File: src/rtl/core/ctwa_ram.sv
// ----------------------------------------------------------------------------
// Generic RAM
// One write port and one read port with a registered read.
// ----------------------------------------------------------------------------
`default_nettype none

module ctwa_ram #(
	parameter int WIDTH = 8,
	parameter int DEPTH = 16
) (
	input  wire logic                     clk,
	input  wire logic                     we,
	input  wire logic [$clog2(DEPTH)-1:0] waddr,
	input  wire logic [WIDTH-1:0]         wdata,
	input  wire logic                     re,
	input  wire logic [$clog2(DEPTH)-1:0] raddr,
	output logic      [WIDTH-1:0]         rdata
);

	logic [WIDTH-1:0] mem [DEPTH];

	always_ff @(posedge clk) begin
		if (we) begin
			mem[waddr] <= wdata;
		end
		if (re) begin
			rdata <= mem[raddr];
		end
	end

endmodule

`default_nettype wire

File: config.mk
export PLATFORM = sky130hd
export DESIGN_NAME = ctwa_ram
export DESIGN_NICKNAME = d
export VERILOG_FILES = /design/src/rtl/core/ctwa_ram.sv
export SDC_FILE = /design/constraint.sdc
export NUM_CORES = 1
export LEC_CHECK = 0
export ABC_AREA = 1
export BUFFER_PORTS_ARGS = -buffer_cell sky130_fd_sc_hd__buf_4
export CORE_ASPECT_RATIO = 0.8
export CORE_MARGIN = 1.5
export CORE_UTILIZATION = 40
export CTS_CLUSTER_SIZE = 30
export DETAILED_ROUTE_END_ITERATION = 7
export SYNTH_ARGS = -nofsm -noshare
export SYNTH_HDL_FRONTEND = slang
export SYNTH_SLANG_ARGS = --single-unit
File: constraint.sdc
create_clock -name clk -period 2.6 [get_ports clk]
set_input_delay 0.52 -clock clk [delete_from_list [all_inputs] [get_ports clk]]
set_output_delay 0.52 -clock clk [all_outputs]
set_load 0.02 [all_outputs]
==> results of run 1 <==
[cells by family (layout without fill, tap and decap cells)]
logic type,after synthesis,in the layout,synth area share [%]
AND/OR/NAND/NOR,289,289,20.8
flip-flops,136,136,69.8
buffers and inverters,126,178,9.39
[worst max-delay path, delay by kind of cell]
family,cells,cell delay (ps)
AND/OR/NAND/NOR,6,560
buffers and inverters,3,680
[stage by stage]
| stage | power, W | utilization (%) | cells | hold WS (ps) | setup WS, ps |
|---|---|---|---|---|---|
| after floorplan | 0.00271 | - | 551 | 619 | 1130 |
| after global placement | 0.00285 | 43.7 | 755 | 742 | 586 |
| after detailed placement | 0.00285 | 43.7 | 755 | 747 | 555 |
| after CTS | 0.00510 | 47.7 | 787 | 412 | 990 |
| after global routing | 0.00524 | 47.7 | 787 | 408 | 858 |
| final | 0.00508 | 47.7 | 787 | 423 | 988 |
[path summary, 6_finish.rpt]
kind / startpoint / to / depth (start not counted)
worst max-delay path: raddr[0] / rdata[3] / 9
worst min-delay path: re / rdata[1] / 1
worst max register to register: mem[3][3] / rdata[3] / 6
worst min register to register: mem[12][2] / rdata[2] / 6
[layout make-up]
cell class	count	area [sq um]	area share, %
clock buffer	17	425	6.24
tap	184	230	3.38
sequential	136	4080	59.9
timing repair buffer	44	343	5.03
inverter	102	383	5.62
clock inverter	15	136	2.00
multi-input combinational	289	1210	17.8
[synthesized netlist by cell type]
library cell,number
nand3_1,97
inv_1,100
edfxtp_1,136
nor2_1,17
buf_6,6
buf_1,1
buf_4,4
buf_2,13
nand3b_1,2
inv_2,2
nand2_1,173
[routing by layer]
metal / GRT usage [%] / share of wire (%) / up-vias
li1: - / - / 1862
met3: 4.71 / 7.9 / 21
met4: 6.53 / 1.5 / 0
met2: 25.7 / 43 / 139
met1: 27.7 / 48 / 1804
met5: 0 / 0 / -
[cell usage in the layout, fill, tap and decap left out, types with 4 or more instances in the layout]
cell type   synthesis  routed
nand2_1           173     173
edfxtp_1          136     136
inv_1             100     100
nand3_1            97      97
buf_4               4      43
nor2_1             17      17
clkbuf_16           0      17
clkinv_2            0       6
clkinvlp_4          0       4
[sequential cells by signal (all words and copies together), names as in the netlist]
signal  count
rdata       8
mem       128
[power groups by stage]
stage | combinational, W | clock (W) | sequential, W
detailed placement | 0.000319 | 0 | 0.00253
global route | 0.000353 | 0.00239 | 0.00249
CTS | 0.000321 | 0.00230 | 0.00249
global placement | 0.000314 | 0 | 0.00253
finish | 0.000317 | 0.00227 | 0.00249
floorplan | 0.000173 | 0 | 0.00254
==> results.md, run 1 <==
- Ranking of synthesized cells by area: edfxtp_1 70%, nand2_1 11%, nand3_1 8.3%
- Placer Congestion: 0.819
- Clock group share of total power: 44.8%
- Crit-path slowest cell: buf_4
- Syn Inst Count: 551
- Worst Path Required: 2770 ps
- Sequential Power Share: 49.0%
- Internal: 0.00396 W
- I/O Pins: 27
- Share of cells above drive strength 1: 12.6%
- CP Data Arrival Time: 1780 ps
- Actual slew at the worst max-slew pin: 819 ps
- Clk_skew: 6.88 ps
- Unrepaired setup endpoints after global routing: no
- Largest net degree at the start of global routing: 55
- Core area: 0.0143 sq mm
- Chip width: 138 um
- Post-synthesis sequential area ratio: 69.8%
- Die Ht: 111 um
- Initial Util: 40.9%
- Routed Antenna Nets: 0
- YS warnings: 0
- First DRT Iteration DRCs: 365
- Routed wire per std cell: 17.1 um
- Yosys top cell area share: 69.8%
- Final Net Count: 609
- Setup TNS: 0 ps
- Vias/cell: 4.86
- Pleak: 2.92 nW
- Max frequency: 620 MHz
- Via count: 3826
- Status: complete, no violations
- Synth unique cells: 11
- Switching fraction of total power: 22.0%
- Inserted Clock Buffers: 17
- Total Routed Length: 13500 um
- Net Sw Power: 0.00112 W
- FF+latch count, synth: 136
- Worst setup path category: in2reg
- Max cap viols: 0
- Worst vdd ir: 501 uV
- Total gr overflow: 0
- Slew HR: 45.2%
- # rows: 39
- Syn Nets: 570
- CTS tree: done
- Dpl cell area: 0.00625 sq mm
- Post-route cell area: 0.00682 sq mm
- Pins over their slew limit: 0
- Longest Clk Path Bufs: 2
- Die area: 0.0154 sq mm
- Most frequent CP cell: nand2_1
- Critical Path Source Type: input pin
- Final Hold Vio Count: 0
- Avg Cell Area, Syn: 10.6 sq um
- Hold Crit Class: in2reg
- Vias in the first global route: 3762
- Critical path fanouts, max: 54
- 1st-pass router iterations: 5
- DRC: 0
- Clock transition at path regs: 60 ps
- CTS Hold Bufs: 0
- Comb power frac: 6.2%
- Setup slack, reg-to-reg: 1430 ps
- Global-route wire length before repair: 21100 um
- CP max stage delay: 280 ps
- Detailed placement HPWL: 8570 um
- CTS H-tree depth: 4
- Initial antenna violation count: 0
- Period utilization: 62.0%
- Clock period minus worst slack: 1610 ps
- Area growth syn-to-layout: 16.6%
- # resized after CTS: 0
- Post-synth top area cell: edfxtp_1
- Pwr Density: 745 mW/mm^2
- Total GRT Usage: 18.4%
- Clock latency on the worst-skew pair: 420 ps
- I/O Buffers: 26
- Post-CTS repair timing setup buffer count: 0
- Mapped Area: 0.00585 sq mm
- Fillers: 1303
- CTS sink count: 136
- Final setup violating endpoints: 0
- Ant. Diodes: 0
- Element type at the critical path end: flip-flop
- CP Cell Sequence: buf_4, inv_2, buf_12, nand2_1, nand2_1, nand2_1, nand3_1, nand3_1, nand2_1
- Clock root buffer: clkbuf_16
(Power assumes the default switching activity.)
==> run 2: changes to the inputs <==
Clock period 2.6 ns to 1.4 ns, I/O delays scaled along.
==> run 2 against run 1 <==
Final area grew 2.3%. Clock skew shrank 1.2 ps. Wire length grew 0.82%. Non-clock buffer count grew 10. Via count grew 1.9%. Register-to-register slack lost 1100 ps. Clock power grew 93%. Critical path depth shrank 8. Critical path type is now reg2out. Critical endpoint is now rdata[5]. Largest power group unchanged.
==> results.md, run 2 (same netlist as run 1, synthesis figures left out) <==
- # rows: 39
- Clock group share of total power: 45.5%
- Clock period minus worst slack: 1330 ps
- I/O Buffers: 26
- Crit path buffers/inverters: 1
- CP Cell Sequence: buf_4
- Detailed placement HPWL: 8350 um
- Element type at the critical path end: output pin
- CTS tree: done
- Max cap viols: 0
- Slew HR: 75.1%
- Commonest non-fill, non-tap cell in the layout: nand2_1
- CTS sink count: 136
- Fin worst setup slack: 65.6 ps
- Internal: 0.00756 W
- Placer Congestion: 0.797
- Share of cells above drive strength 1: 13.1%
- Final setup violating endpoints: 0
- Total GRT Usage: 18.7%
- Switching fraction of total power: 21.5%
- Worst reg2reg path depth: 6
- Final Net Count: 619
- Inserted Clock Buffers: 17
- Pleak: 3.00 nW
- Area growth syn-to-layout: 19.2%
- Clk_skew: 5.66 ps
- Longest Clk Path Bufs: 2
- Power Total: 0.00962 W
- I/O Pins: 27
- DRC: 0
- First DRT Iteration DRCs: 435
- CTS Hold Bufs: 0
- Hold depth: 1
- CP max stage delay: 440 ps
- Status: complete, no violations
- Unrepaired setup endpoints after global routing: no
- Sequential Power Share: 48.0%
- Global-route wire length before repair: 21400 um
- Clock latency on the worst-skew pair: 420 ps
- Largest net degree at the start of global routing: 53
- Actual slew at the worst max-slew pin: 373 ps
- Crit-path slowest cell: edfxtp_1
- Routed wire per std cell: 17.1 um
- CTS H-tree depth: 4
- Vias in the first global route: 3736
- Total Routed Length: 13600 um
- Worst Path Required: 1120 ps
- Critical path fanouts, max: 1
- Core area: 0.0143 sq mm
- Vias/cell: 4.89
- Final Hold Vio Count: 0
- Critical Path Source Type: flip-flop
- Total gr overflow: 0
- Family with the most delay on the worst path: flip-flops
- # resized after CTS: 0
- Worst setup path category: reg2out
- Max frequency: 749 MHz
- Hold Startpoint: re
- Via count: 3898
- Worst vdd ir: 887 uV
- CP Data Arrival Time: 1050 ps
- Hold Crit Class: in2reg
- FF-to-FF Start: mem[11][2]
- Initial antenna violation count: 0
- Pins over their slew limit: 0
- RR Endpoint: rdata[2]
- Most frequent cells in the layout: 173 x nand2_1, 136 x edfxtp_1, 100 x inv_1
- Setup TNS: 0 ps
- Net Sw Power: 0.00206 W
- Comb power frac: 6.5%
- Regs by FF count: mem: 128 flops, rdata: 8 flops
- Ant. Diodes: 0
- Clock transition at path regs: 60 ps
- Post-CTS repair timing setup buffer count: 0
- Die area: 0.0154 sq mm
- Pre-CTS setup slack: -25.8 ps
- Clock root buffer: clkbuf_16
- Chip width: 138 um
- Largest register FFs: 128
- Die Ht: 111 um
- Period utilization: 95.3%
- Largest register by flop count: mem
- 1st-pass router iterations: 4
- Routed Antenna Nets: 0
- Initial Util: 40.9%
- Pwr Density: 1380 mW/mm^2
- Hold endpoint: rdata[6]
- Setup slack, reg-to-reg: 300 ps
==> run 2: cell count changes in the layout (fill, tap and decap cells not counted) <==
cell | previous run | this run
clkinvlp_4 | 4 | 1
clkinv_4 | 1 | 0
buf_12 | 1 | 7
clkinv_1 | 2 | 6
bufinv_16 | 2 | 3
buf_4 | 43 | 47
clkbuf_1 | 0 | 2
clkinv_2 | 6 | 3
==> run 2: worst max path at each step <==
stage	start	endpoint	slack, ps	cells past startpoint
floorplan	waddr[2]	mem[10][0]	170	2
detailed placement	raddr[0]	rdata[3]	-30	8
global placement	raddr[0]	rdata[3]	-7	8
global route	rdata[5]	rdata[5]	60	1
finish	rdata[5]	rdata[5]	70	1
CTS	rdata[5]	rdata[5]	70	1
==> run 2: per-layer routing <==
| layer | track usage [%] | routed length, um | up-vias |
|---|---|---|---|
| li1 | - | - | 1878 |
| met1 | 27.9 | 6570 | 1852 |
| met3 | 5.49 | 969 | 14 |
| met4 | 5.12 | 140 | 0 |
| met2 | 26.5 | 5920 | 154 |
| met5 | 0 | 0 | - |
==> run 2: stage by stage <==
| step | area, sq um | std cells | util, % | hold WS, ps |
|---|---|---|---|---|
| 2_1_floorplan | 5850 | 551 | - | 379 |
| 5_1_grt | 6970 | 797 | 48.8 | 169 |
| 4_1_cts | 6970 | 797 | 48.8 | 176 |
| 3_5_place_dp | 6400 | 765 | 44.8 | 613 |
| 3_3_place_gp | 6400 | 765 | 44.8 | 609 |
| 6_report | 6970 | 797 | 48.8 | 169 |
==> run 2: layout make-up <==
class | count | area [sq um]
fill | 1284 | 7330
clock buffer | 19 | 433
timing repair buffer | 54 | 493
clock inverter | 13 | 135
sequential | 136 | 4080
tap | 184 | 230
multi-input combinational | 289 | 1210
inverter | 102 | 383
==> run 2: power groups by stage <==
stage	Combinational [W]	Sequential [W]	Clock, W
final	0.000627	0.00462	0.00438
after CTS	0.000634	0.00462	0.00442
after global placement	0.000623	0.00470	0
after detailed placement	0.000630	0.00470	0
after floorplan	0.000322	0.00472	0
after global routing	0.000698	0.00462	0.00461
==> run 3: changes to the inputs <==
Clock period 1.4 ns to 1.15 ns, I/O delays scaled along.
==> run 3 against run 2 <==
Total power increased by 22%. Critical path type unchanged. The flow now finishes with violations (setup timing). Die area unchanged. Via count decreased by 0.28%. Worst hold slack got worse by 34 ps. Critical endpoint unchanged. Core utilization increased by 1.0 points. Clock skew increased by 1.6 ps. Worst setup slack got worse by 170 ps. First-iteration DRC count decreased by 2.3%.
==> results.md, run 3 (same netlist as run 1, synthesis figures left out) <==
- Status: complete, but fails checks
- Failing checks: setup timing
- Setup TNS: -323 ps
- Worst vdd ir: 1220 uV
- CP Cell Sequence: buf_6
- Power Total: 0.0117 W
- Clock latency on the worst-skew pair: 410 ps
- Slew HR: 76.6%
- Final setup violating endpoints: 7
- Total GRT Usage: 18.5%
- GRT busiest layer: met1
- Initial Util: 40.9%
- Worst Path Required: 920 ps
- Setup slack, reg-to-reg: 50 ps
- Share of cells above drive strength 1: 16.1%
- Clock root buffer: clkbuf_16
- I/O Buffers: 26
- Period utilization: 109%
- Fin worst setup slack: -103 ps
- CTS Hold Bufs: 0
- Largest register by flop count: mem
- Largest register FFs: 128
- Ant. Diodes: 0
- Pre-CTS setup slack: -262 ps
- Inserted Clock Buffers: 17
- CP Data Arrival Time: 1020 ps
- Commonest non-fill, non-tap cell in the layout: nand2_1
- Core area: 0.0143 sq mm
- Max frequency: 798 MHz
- Vias/cell: 4.83
- DRC: 0
- Net Sw Power: 0.00247 W
- Crit path buffers/inverters: 1
- Pins over their slew limit: 0
- Most frequent cells in the layout: 173 x nand2_1, 136 x edfxtp_1, 100 x inv_1
- Regs by FF count: mem: 128 flops, rdata: 8 flops
- Clock transition at path regs: 50 ps
- Vias in the first global route: 3793
- 1st-pass router iterations: 5
- Initial antenna violation count: 0
- Pwr Density: 1650 mW/mm^2
- Met1 Usage GRT: 28.3%
- Met3 usage: 4.15%
- Pleak: 3.08 nW
- Final Net Count: 626
- Via count: 3887
- Die Ht: 111 um
- Max cap viols: 0
- Clock group share of total power: 45.1%
- Total gr overflow: 0
- Unrepaired setup endpoints after global routing: yes
- Family with the most delay on the worst path: flip-flops
- Footprint of the multi-input gates: 0.00127 sq mm
- Element type at the critical path end: output pin
- CP max stage delay: 450 ps
- Placer Congestion: 0.822
- Sequential Power Share: 47.9%
- Fin Hold WS: 135 ps
- Area growth syn-to-layout: 21.7%
- Routed Antenna Nets: 0
- I/O Pins: 27
- Critical path fanouts, max: 1
- Die area: 0.0154 sq mm
- Crit-path slowest cell: edfxtp_1
- Fillers: 1267
- Switching fraction of total power: 21.1%
- Register area: 0.00408 sq mm
- Largest net degree at the start of global routing: 53
- Comb power frac: 6.9%
- Actual slew at the worst max-slew pin: 351 ps
- Internal: 0.00926 W
- Clk_skew: 7.27 ps
- Clock period minus worst slack: 1250 ps
- Total Routed Length: 13300 um
- First DRT Iteration DRCs: 425
- Longest Clk Path Bufs: 2
- Routed wire per std cell: 16.6 um
- CTS tree: done
- Global-route wire length before repair: 21200 um
- # rows: 39
- CTS H-tree depth: 4
- Worst setup path category: reg2out
- Hold Crit Class: in2reg
- Chip width: 138 um
- Final Hold Vio Count: 0
- Critical Path Source Type: flip-flop
- Detailed placement HPWL: 8660 um
- CTS sink count: 136
- GR Util met2: 26.0%
==> run 3: metrics by stage <==
step           cells  util, %  instance area [sq um]
2_1_floorplan    551        -                   5850
3_3_place_gp     772     45.2                   6460
3_5_place_dp     772     45.2                   6460
4_1_cts          804     49.3                   7050
5_1_grt          804     49.8                   7120
6_report         804     49.8                   7120
==> run 3: final timing paths <==
kind	from	to	cells past startpoint
min	re	rdata[1]	1
max reg2reg	mem[4][3]	rdata[3]	6
min reg2reg	mem[3][6]	rdata[6]	6
max	rdata[5]	rdata[5]	1
==> run 3: layer usage <==
layer / share of wire, % / wire, um
met3: 6.4 / 857
met5: 0 / 0
met1: 49 / 6480
met4: 0.97 / 129
met2: 44 / 5840
==> run 3: layout make-up <==
type                       instances  area share [%]
tap                              184            3.23
multi-input combinational        289            17.9
clock buffer                      21            6.19
timing repair buffer              61            8.09
inverter                         102            5.38
sequential                       136            57.4
clock inverter                    11            1.83
==> run 3: repair_timing <==
item,in CTS,in global routing
pin swaps,0,0
buffers inserted,0,0
setup endpoints to repair,8,13
resized for setup,7,13
==> run 3: power by group through the flow <==
stage          Sequential (W)  Clock (W)  Combinational [W]
5_1_grt               0.00563    0.00559           0.000901
6_report              0.00562    0.00530           0.000815
2_1_floorplan         0.00574          0           0.000391
4_1_cts               0.00562    0.00534           0.000800
3_3_place_gp          0.00572          0           0.000774
3_5_place_dp          0.00572          0           0.000785
