===== src/rtl/core/ctwa_pkg.sv =====
// ----------------------------------------------------------------------------
// Client table package
// Sizes, command and status codes, and the record layouts shared by the
// client table modules.
// ----------------------------------------------------------------------------
`default_nettype none

package ctwa_pkg;

	localparam int TABLE_SLOTS   = 16;
	localparam int HISTORY_DEPTH = 16;

	localparam int SLOT_W = (TABLE_SLOTS > 1) ? $clog2(TABLE_SLOTS) : 1;
	localparam int CNT_W  = $clog2(TABLE_SLOTS + 1);
	localparam int POS_W  = (HISTORY_DEPTH > 1) ? $clog2(HISTORY_DEPTH) : 1;
	localparam int FILL_W = $clog2(HISTORY_DEPTH + 1);
	localparam int CELLS  = TABLE_SLOTS * HISTORY_DEPTH;
	localparam int CELL_W = (CELLS > 1) ? $clog2(CELLS) : 1;

	localparam int MS_PER_S      = 1000;
	localparam int TIMEOUT_RESET = 600;

	// floor(x / 1000) == (x * RECIP_1000) >> RECIP_SHIFT for every 32-bit x.
	localparam logic [28:0] RECIP_1000  = 29'd274877907;
	localparam int          RECIP_SHIFT = 38;

	typedef enum logic [1:0] {
		CMD_UPDATE = 2'd0,
		CMD_SWEEP  = 2'd1,
		CMD_QUERY  = 2'd2,
		CMD_READ   = 2'd3
	} cmd_t;

	typedef enum logic [2:0] {
		STAT_UPDATED   = 3'd0,
		STAT_INSERTED  = 3'd1,
		STAT_FULL      = 3'd2,
		STAT_NOT_FOUND = 3'd3,
		STAT_FOUND     = 3'd4,
		STAT_SWEEP     = 3'd5
	} status_t;

	// Per-client record, one memory word per table slot.
	typedef struct packed {
		logic [31:0]        last_ms;
		logic signed [8:0]  rssi;
		logic signed [7:0]  snr;
		logic [7:0]         batt;
		logic               pwr;
		logic [31:0]        pkts;
		logic [POS_W-1:0]   wpos;
		logic [FILL_W-1:0]  fill;
	} rec_t;

	// One history ring record.
	typedef struct packed {
		logic [22:0]        secs;
		logic [7:0]         batt;
		logic signed [8:0]  rssi;
		logic               chg;
	} hist_t;

	// Input word, first field in the lowest bits.
	typedef struct packed {
		logic [1:0]         pad;
		logic [3:0]         hpos;
		logic [31:0]        time_ms;
		logic signed [7:0]  snr;
		logic signed [8:0]  rssi;
		logic               pwr;
		logic [7:0]         batt;
		logic [7:0]         id;
	} in_word_t;

	// Result word, first field in the lowest bits.
	typedef struct packed {
		logic [2:0]         pad;
		logic [22:0]        secs;
		logic [4:0]         evicted;
		logic [4:0]         fill;
		logic [31:0]        pkts;
		logic               pwr;
		logic [7:0]         batt;
		logic signed [7:0]  snr;
		logic signed [8:0]  rssi;
		logic               timed_out;
		logic [4:0]         active;
		logic [3:0]         slot;
	} out_word_t;

endpackage

`default_nettype wire


===== src/rtl/core/ctwa_sec_div.sv =====
// ----------------------------------------------------------------------------
// Millisecond to second divider
// Registered division by 1000 through a reciprocal multiplication.
// ----------------------------------------------------------------------------
`default_nettype none

module ctwa_sec_div
	import ctwa_pkg::*;
(
	input  wire logic        clk,
	input  wire logic [31:0] ms,
	output logic      [22:0] secs
);

	logic [60:0] prod;

	assign prod = ms * RECIP_1000;

	always_ff @(posedge clk) begin
		secs <= prod[RECIP_SHIFT+22:RECIP_SHIFT];
	end

endmodule

`default_nettype wire


===== config.mk =====
export PLATFORM = sky130hd
export DESIGN_NAME = ctwa_sec_div
export DESIGN_NICKNAME = d
export VERILOG_FILES = /design/src/rtl/core/ctwa_pkg.sv /design/src/rtl/core/ctwa_sec_div.sv
export SDC_FILE = /design/constraint.sdc
export NUM_CORES = 1
export LEC_CHECK = 0
export BUFFER_PORTS_ARGS = -buffer_cell sky130_fd_sc_hd__buf_2
export CAP_MARGIN = 20
export CORE_MARGIN = 1
export CORE_UTILIZATION = 62
export CTS_CLUSTER_DIAMETER = 80
export DETAILED_ROUTE_END_ITERATION = 6
export PLACE_DENSITY_LB_ADDON = 0.1
export SLEW_MARGIN = 10
export SYNTH_ARGS = -nofsm -noshare
export SYNTH_HDL_FRONTEND = slang
export SYNTH_SLANG_ARGS = --single-unit

===== constraint.sdc =====
create_clock -name clk -period 16.7 [get_ports clk]
set_input_delay 3.34 -clock clk [delete_from_list [all_inputs] [get_ports clk]]
set_output_delay 3.34 -clock clk [all_outputs]
set_load 0.005 [all_outputs]

==> results.yml, run 1 <==
outcome:
  status: "completed"
synth:
  synth.avg_cell_area_um2: 9.668
  synth_edf_count: 0
  synth_top_area_cell: "fa_1"
  synth-seq-area-share_pct: 3.014
  yosysWarnings: 0
  syn_nets: 2299
  synth_cell_types: 51
  synth_top_area_share_pct: 39.06
  synthMostInstantiatedCell: "inv_1"
  synthFlopType: "dfxtp_1"
  ys_ff_latch: 23
  synthCells: 1580
  synthArstFlopShare_pct: 0
  synth_common_cells: "inv_1 (530), ha_1 (388), fa_1 (298), a21oi_1 (56), nand2_1 (52)"
  syn_area_um2: 15270
  synthTopCellsByArea: "fa_1 (39%), ha_1 (32%), inv_1 (13%)"
layout:
  nets: 2345
  top_register: "secs"
  final_core_util_pct: 65.89
  reg.largest.list: "secs: 23 flops"
  fillers: 2049
  largest_reg_flops: 23
  drive_gt1_share_pct: 4.185
  fin_area_um2: 15980
  area.growth.synth_to_final_pct: 4.596
  antenna_cells: 0
drt:
  vias: 10580
  drt-initial-drc-count: 583
  firstDrtPassIters: 5
  post_drt_wl_per_cell_um: 19.52
  vias_per_cell: 5.426
  detail-route-antenna-nets: 0
  routed_wl_mm: 38.04
  drc: 0
floorplanning:
  num_io_pins: 56
  die_y_um: 159.0
  core_area_um2: 24250
  placementRows: 57
  die_area_um2: 25270
  start_util_pct: 62.99
  die_x_um: 159.0
clocking:
  cts.repair.resized: 0
  clock-sinks: 23
  cts-buffers-inserted: 3
  tritoncts: "yes"
  cts_hold_buf: 0
  clkTransAtPathRegs_ns: 0.06
  cts_buffer_depth: 2
  cts_setup_buffers: 0
  cts_root_buffer: "clkbuf_16"
  h-tree-depth: 1
timing:
  final_max_slew_viol_count: 0
  hold_viol_final: 0
  fin_ws_ns: 7.040
  rsz0062_at_grt: "no"
  final.setup.tns_ns: 0
  period_share_pct: 57.84
  setup_viol: 0
  fmax_ghz: 0.1035
  min_period_ns: 9.660
  slew_headroom_pct: 50.99
  worst_pin_slew_ns: 0.7307
setup_path:
  worstSetupPathType: "primary input to flip-flop"
  arrival_ns: 9.80
  required_ns: 16.84
  cp-end-kind: "flip-flop"
  cp-start-kind: "primary input"
  crit_fanout: 10
placed_design:
  post_dp_cell_area_um2: 15900
  place_ws_ns: 6.764
  gp_congestion: 0.9568
  io_buffer_count: 55
  dp_hpwl_mm: 34.64
global_route:
  gr-total-overflow: 0
  grt_pass1_wl_mm: 62.55
  grt.total_usage_pct: 32.11
  antenna_found_initial: 0
  grt_max_degree: 13
  grt_pass1_vias: 11570
flow_run:
  cap_viol_max_count: 0
worst_hold_path:
  min_path_cells: 3
  hold_path.class: "primary input to flip-flop"
## through the flow
step / instances / hold WS [ns]
floorplan: 1580 / 3.568
global placement: 1945 / 3.720
detailed placement: 1945 / 3.716
CTS: 1949 / 3.717
global route: 1949 / 3.735
finish: 1949 / 3.700
## critical path, stage by stage
cell     delay, ns
buf_2         0.28
ha_1          0.31
fa_1          0.42
fa_1          0.49
inv_1         0.05
fa_1          0.47
inv_1         0.05
fa_1          0.50
inv_1         0.06
fa_1          0.53
inv_1         0.05
fa_1          0.48
inv_1         0.06
fa_1          0.48
inv_1         0.07
ha_1          0.40
nand4_1       0.19
nor3_2        0.31
a31oi_1       0.14
a41oi_2       0.29
o21ai_2       0.13
o31ai_4       0.34
a41oi_1       0.17
xnor2_1       0.15
## routing by layer
layer  up-vias  GRT usage, %  routed length (µm)
met5         -             0                   0
met1      5256         42.28               16030
met4         0         8.129                1098
met2       251         57.24               19410
li1       5013             -                   -
met3        56         2.683                1506
## layout make-up
cell class	count	area [µm²]	share of cell area, %
Inverter	530	1989	12.45
Sequential cell	23	460.4	2.882
Multi-Input combinational cell	1013	12770	79.91
Clock buffer	4	78.83	0.4934
Tap cell	324	405.4	2.537
Timing Repair Buffer	55	275.3	1.723
## cells by family (layout without fill, tap and decap cells)
logic type / Yosys count / in the layout / synth area share [%]
adders and majority gates: 686 / 686 / 70.84
AOI/OAI and AO/OA: 167 / 167 / 7.225
xor gates and xnor gates: 20 / 20 / 1.147
muxes: 2 / 2 / 0.1311
buffers and inverters: 544 / 589 / 13.40
and+or+nand+nor: 138 / 138 / 4.243
DFF: 23 / 23 / 3.014
## final timing paths
kind / startpoint / slack (ns) / end
min: ms[31] / 3.70 / secs[22]
max: ms[20] / 7.04 / secs[18]
## placed cells by master, fill, tap and decap left out, types with 21 or more instances in the layout
master,count
a21oi_1,56
a21o_1,21
buf_2,55
nand2_1,52
inv_1,530
nor2_1,28
ha_1,388
o21ai_0,30
fa_1,298
dfxtp_1,23
Power of run 1 is left out: the tool's default activity adds up to more than one toggle a clock period on the data nets, which glitch-free logic cannot reach.
==> run 2: changes to the inputs <==
--- a/config.mk
+++ b/config.mk
@@ -5,10 +5,11 @@
 export SDC_FILE = /design/constraint.sdc
 export NUM_CORES = 1
 export LEC_CHECK = 0
+export ABC_AREA = 1
 export BUFFER_PORTS_ARGS = -buffer_cell sky130_fd_sc_hd__buf_2
 export CAP_MARGIN = 20
 export CORE_MARGIN = 1
-export CORE_UTILIZATION = 62
+export CORE_UTILIZATION = 60
 export CTS_CLUSTER_DIAMETER = 80
 export DETAILED_ROUTE_END_ITERATION = 6
 export PLACE_DENSITY_LB_ADDON = 0.1
==> constraint.sdc (replaced) <==
create_clock -name clk -period 8.7 [get_ports clk]
set_input_delay 1.74 -clock clk [delete_from_list [all_inputs] [get_ports clk]]
set_output_delay 1.74 -clock clk [all_outputs]
set_load 0.005 [all_outputs]
==> run 2 against run 1 <==
  * Core utilization down 1.5 points
  * Global-route usage is 4.0 points higher
  * Area after synthesis grew 13%
  * First-iteration DRC count up 55%
  * Final area grew 13%
  * Via count is 27% higher
  * Setup slack worse by 5.8 ns
  * Die area up 16%
  * Wire length up 29%
  * Critical endpoint is now secs[0]
==> results.yml, run 2 <==
synth:
  synth_common_cells: "inv_1 (768), nand2_1 (495), ha_1 (388), fa_1 (298), nor2_1 (85)"
  synth-seq-area-share_pct: 2.675
  synth_edf_count: 0
  synthCells: 2208
  synthTopCellsByArea: "fa_1 (35%), ha_1 (28%), inv_1 (17%)"
  synth_cell_types: 26
  synthArstFlopShare_pct: 0
  syn_nets: 2927
  yosysWarnings: 0
  synth_top_area_share_pct: 34.66
  syn_area_um2: 17210
  synth.avg_cell_area_um2: 7.795
  synth_top_area_cell: "fa_1"
  synthFlopType: "dfxtp_1"
  ys_ff_latch: 23
  synthMostInstantiatedCell: "inv_1"
setup_path:
  crit_fanout: 11
  worstSetupPathType: "primary input to flip-flop"
  cp-end-kind: "flip-flop"
  cp_common_cell: "fa_1"
  max_stage_delay_ns: 0.55
  cp-start-kind: "primary input"
  path_cells: "buf_2 -> ha_1 -> fa_1 -> fa_1 -> inv_1 -> fa_1 -> inv_1 -> fa_1 -> fa_1 -> fa_1 -> inv_1 -> fa_1 -> inv_1 -> ha_1 -> nand2_1 -> nor2_1 -> and2_1 -> nand2_1 -> inv_1 -> nand2_1 -> nand2_1 -> nand2_1 -> nand4_1 -> nand2_1"
  required_ns: 8.86
  crit_family: "adder cells"
  arrival_ns: 7.60
  path_buf_inv: 6
  critPathSlowestCell: "fa_1"
drt:
  drt-initial-drc-count: 903
  firstDrtPassIters: 5
  post_drt_wl_per_cell_um: 18.54
  detail-route-antenna-nets: 0
  routed_wl_mm: 49.05
  vias_per_cell: 5.075
  vias: 13420
  drc: 0
timing:
  hold_viol_final: 0
  final_max_slew_viol_count: 0
  worst_pin_slew_ns: 0.4673
  holdWs_ns: 2.121
  fmax_ghz: 0.1343
  period_share_pct: 85.57
  final.setup.tns_ns: 0
  slew_headroom_pct: 68.84
  min_period_ns: 7.444
  setup_viol: 0
  fin_ws_ns: 1.256
  rsz0062_at_grt: "no"
worst_hold_path:
  hp-start: "ms[31]"
  hold_path.class: "primary input to flip-flop"
  min_path_cells: 4
  hold-path-endpoint: "secs[21]"
layout:
  fillers: 2592
  largest_reg_flops: 23
  drive_gt1_share_pct: 3.926
  fin_area_um2: 18040
  top_register: "secs"
  final_cell_mix: "inv_1 (768), nand2_1 (495), ha_1 (388), fa_1 (298), nor2_1 (85)"
  area.growth.synth_to_final_pct: 4.806
  reg.largest.list: "secs: 23 flops"
  final_common_cell: "inv_1"
  antenna_cells: 0
  nets: 2987
clocking:
  clock-sinks: 23
  clkTransAtPathRegs_ns: 0.06
  cts.repair.resized: 0
  cts-buffers-inserted: 3
  tritoncts: "yes"
  cts_root_buffer: "clkbuf_16"
  cts_setup_buffers: 0
  cts_hold_buf: 0
  cts_buffer_depth: 2
  h-tree-depth: 1
global_route:
  grt.total_usage_pct: 36.09
  gr-total-overflow: 0
  grt_pass1_wl_mm: 77.81
  grt_pass1_vias: 14310
  grt_max_degree: 13
  antenna_found_initial: 0
placed_design:
  place_ws_ns: 1.015
  io_buffer_count: 55
  gp_congestion: 0.9719
  post_dp_cell_area_um2: 17960
  dp_hpwl_mm: 43.56
floorplanning:
  die_y_um: 171.4
  core_area_um2: 28010
  num_io_pins: 56
  placementRows: 61
  die_x_um: 171.4
  start_util_pct: 61.44
  die_area_um2: 29360
flow_run:
  cap_viol_max_count: 0
outcome:
  status: "completed"
## run 2: cell count changes in the layout (fill, tap and decap cells not counted), sizes merged, moves of 5 or more
cell,change
xor2,-5
a21oi,-22
o211ai,-6
inv,+242
o21ai,-29
a31oi,-10
a211oi,-13
a21o,-20
nor2,+69
xnor2,-15
nand3,+31
nand2,+452
## run 2: worst max-delay path by stage
stage	start	endpoint	slack (ns)	cells past startpoint
5_1_grt	ms[24]	secs[6]	0.94	26
2_1_floorplan	ms[20]	secs[13]	1.88	24
4_1_cts	ms[24]	secs[6]	1.28	26
3_5_place_dp	ms[24]	secs[6]	1.02	26
3_3_place_gp	ms[24]	secs[22]	1.08	26
6_report	ms[9]	secs[0]	1.26	24
## run 2: cell type report
cell class	instances	area, µm²	area share, %
inverter	772	2898	16.07
sequential	23	460.4	2.553
tap	378	473.0	2.622
timing repair buffer	55	275.3	1.526
clock buffer	4	78.83	0.4370
multi-input combinational	1413	13850	76.80
## run 2: logic make-up (layout without fill, tap and decap cells)
logic type,count (synthesis),after routing,share of synthesized area (%)
and+or+nand+nor,685,685,16.31
DFF,23,23,2.675
buffers and inverters,772,831,16.84
adders and majority gates,686,686,62.87
AOI/OAI and AO/OA,42,42,1.309
## run 2: metal layers
layer  routed length, µm  vias to the layer above  GRT usage [%]
li1                    -                     6524              -
met1               21140                     6377          46.51
met4                2528                        0          16.34
met2               22150                      417          59.58
met3                3238                      105          5.936
met5                   0                        -              0
## run 2: metrics by stage
step                      cells  utilization, %
after floorplan            2208               -
after global placement     2641           64.11
after detailed placement   2641           64.11
after CTS                  2645           64.39
after global routing       2645           64.39
final                      2645           64.39
## run 2: tightest hold or removal path, cell delays in order
cell and delay (ns):
buf_2 0.21, ha_1 0.24, nand3_1 0.09, nand2_1 0.07
Power of run 2 is left out for the same reason.
==> run 3: changes to the inputs <==
--- a/config.mk
+++ b/config.mk
@@ -8,6 +8,7 @@
 export ABC_AREA = 1
 export BUFFER_PORTS_ARGS = -buffer_cell sky130_fd_sc_hd__buf_2
 export CAP_MARGIN = 20
+export CORE_ASPECT_RATIO = 1.25
 export CORE_MARGIN = 1
 export CORE_UTILIZATION = 60
 export CTS_CLUSTER_DIAMETER = 80
==> run 3 against run 2 <==
  * Highest routed layer unchanged
  * Sequential cell count unchanged
  * Cell count down 1.1%
  * Critical path type unchanged
  * Hold slack better by 0.045 ns
  * Setup slack worse by 0.037 ns
  * Critical endpoint is now secs[9]
==> results.yml, run 3 (synthesis gave the netlist of run 2 again) <==
clocking:
  cts.repair.resized: 0
  tritoncts: "yes"
  cts_root_buffer: "clkbuf_16"
  cts-buffers-inserted: 3
  cts_hold_buf: 0
  h-tree-depth: 1
  cts_setup_buffers: 0
  clock-sinks: 23
  clkTransAtPathRegs_ns: 0.07
  cts_buffer_depth: 2
layout:
  final_cell_mix: "inv_1 (768), nand2_1 (495), ha_1 (388), fa_1 (298), nor2_1 (85)"
  reg.largest.list: "secs: 23 flops"
  drive_gt1_share_pct: 3.926
  top_register: "secs"
  area.growth.synth_to_final_pct: 4.602
  final_common_cell: "inv_1"
  stdcell_count: 2617
  fin_area_um2: 18000
  largest_reg_flops: 23
  antenna_cells: 0
  final_core_util_pct: 64.51
  nets: 2987
timing:
  slew_headroom_pct: 69.74
  hold_viol_final: 0
  setup_viol: 0
  final_max_slew_viol_count: 0
  rsz0062_at_grt: "no"
  min_period_ns: 7.481
  final.setup.tns_ns: 0
  period_share_pct: 85.99
  fmax_ghz: 0.1337
  worst_pin_slew_ns: 0.4540
setup_path:
  cp-start-kind: "primary input"
  crit_family: "adder cells"
  startpoint: "ms[6]"
  critPathSlowestCell: "fa_1"
  crit_fanout: 10
  path_buf_inv: 7
  cp.depth: 25
  cp_common_cell: "fa_1"
  arrival_ns: 7.63
  worstSetupPathType: "primary input to flip-flop"
  max_stage_delay_ns: 0.58
  cp-end-kind: "flip-flop"
  cp-endpoint: "secs[9]"
  required_ns: 8.85
drt:
  post_drt_wl_per_cell_um: 18.52
  drt-initial-drc-count: 585
  vias: 13450
  detail-route-antenna-nets: 0
  routed_wl_mm: 48.47
  firstDrtPassIters: 5
  drc: 0
  vias_per_cell: 5.138
placed_design:
  post_dp_cell_area_um2: 17920
  place_inst: 2613
  gp_congestion: 1.019
  io_buffer_count: 55
  dp_hpwl_mm: 43.30
floorplanning:
  die_x_um: 153.5
  placementRows: 68
  die_area_um2: 29370
  core_area_um2: 27910
  die_y_um: 191.4
  num_io_pins: 56
  start_util_pct: 61.67
global_route:
  grt_pass1_wl_mm: 78.14
  antenna_found_initial: 0
  gr-usage-met3_pct: 4.897
  grtUsageMet1_pct: 41.03
  grt_busiest_layer: "met2"
  grt_max_degree: 13
  gr-usage-met2_pct: 62.76
  grt_pass1_vias: 14660
  grt.total_usage_pct: 35.80
  gr-total-overflow: 0
outcome:
  status: "completed"
flow_run:
  cap_viol_max_count: 0
worst_hold_path:
  hold_path.class: "primary input to flip-flop"
[run 3: cell counts in the layout (fill, tap and decap cells not counted)]
Identical to the previous run, type by type.
[run 3: area by class of cell]
type / count / area (µm²)
Multi-Input combinational cell: 1413 / 13850
Fill cell: 2608 / 9905
Tap cell: 350 / 437.9
Timing Repair Buffer: 55 / 275.3
Sequential cell: 23 / 460.4
Clock buffer: 4 / 78.83
Inverter: 772 / 2898
[run 3: worst min path at each step]
stage	slack [ns]	start	end	cells past startpoint
2_1_floorplan	2.02	secs[0]	secs[0]	0
3_3_place_gp	2.12	secs[0]	secs[0]	1
3_5_place_dp	2.11	secs[11]	secs[11]	1
4_1_cts	2.16	ms[31]	secs[21]	4
5_1_grt	2.17	ms[31]	secs[21]	4
6_report	2.17	ms[31]	secs[21]	4
[run 3: layer usage]
metal  share of wire, %  wire length, µm
met3                5.9             2857
met5                  0                0
met2                 47            22800
met4                8.0             3874
met1                 39            18940
[run 3: stage by stage]
step,setup WS [ns],hold WS [ns]
2_1_floorplan,1.883,2.024
3_3_place_gp,1.014,2.116
3_5_place_dp,1.021,2.113
4_1_cts,1.281,2.161
5_1_grt,1.000,2.169
6_report,1.219,2.166
Power of run 3 is left out for the same reason.
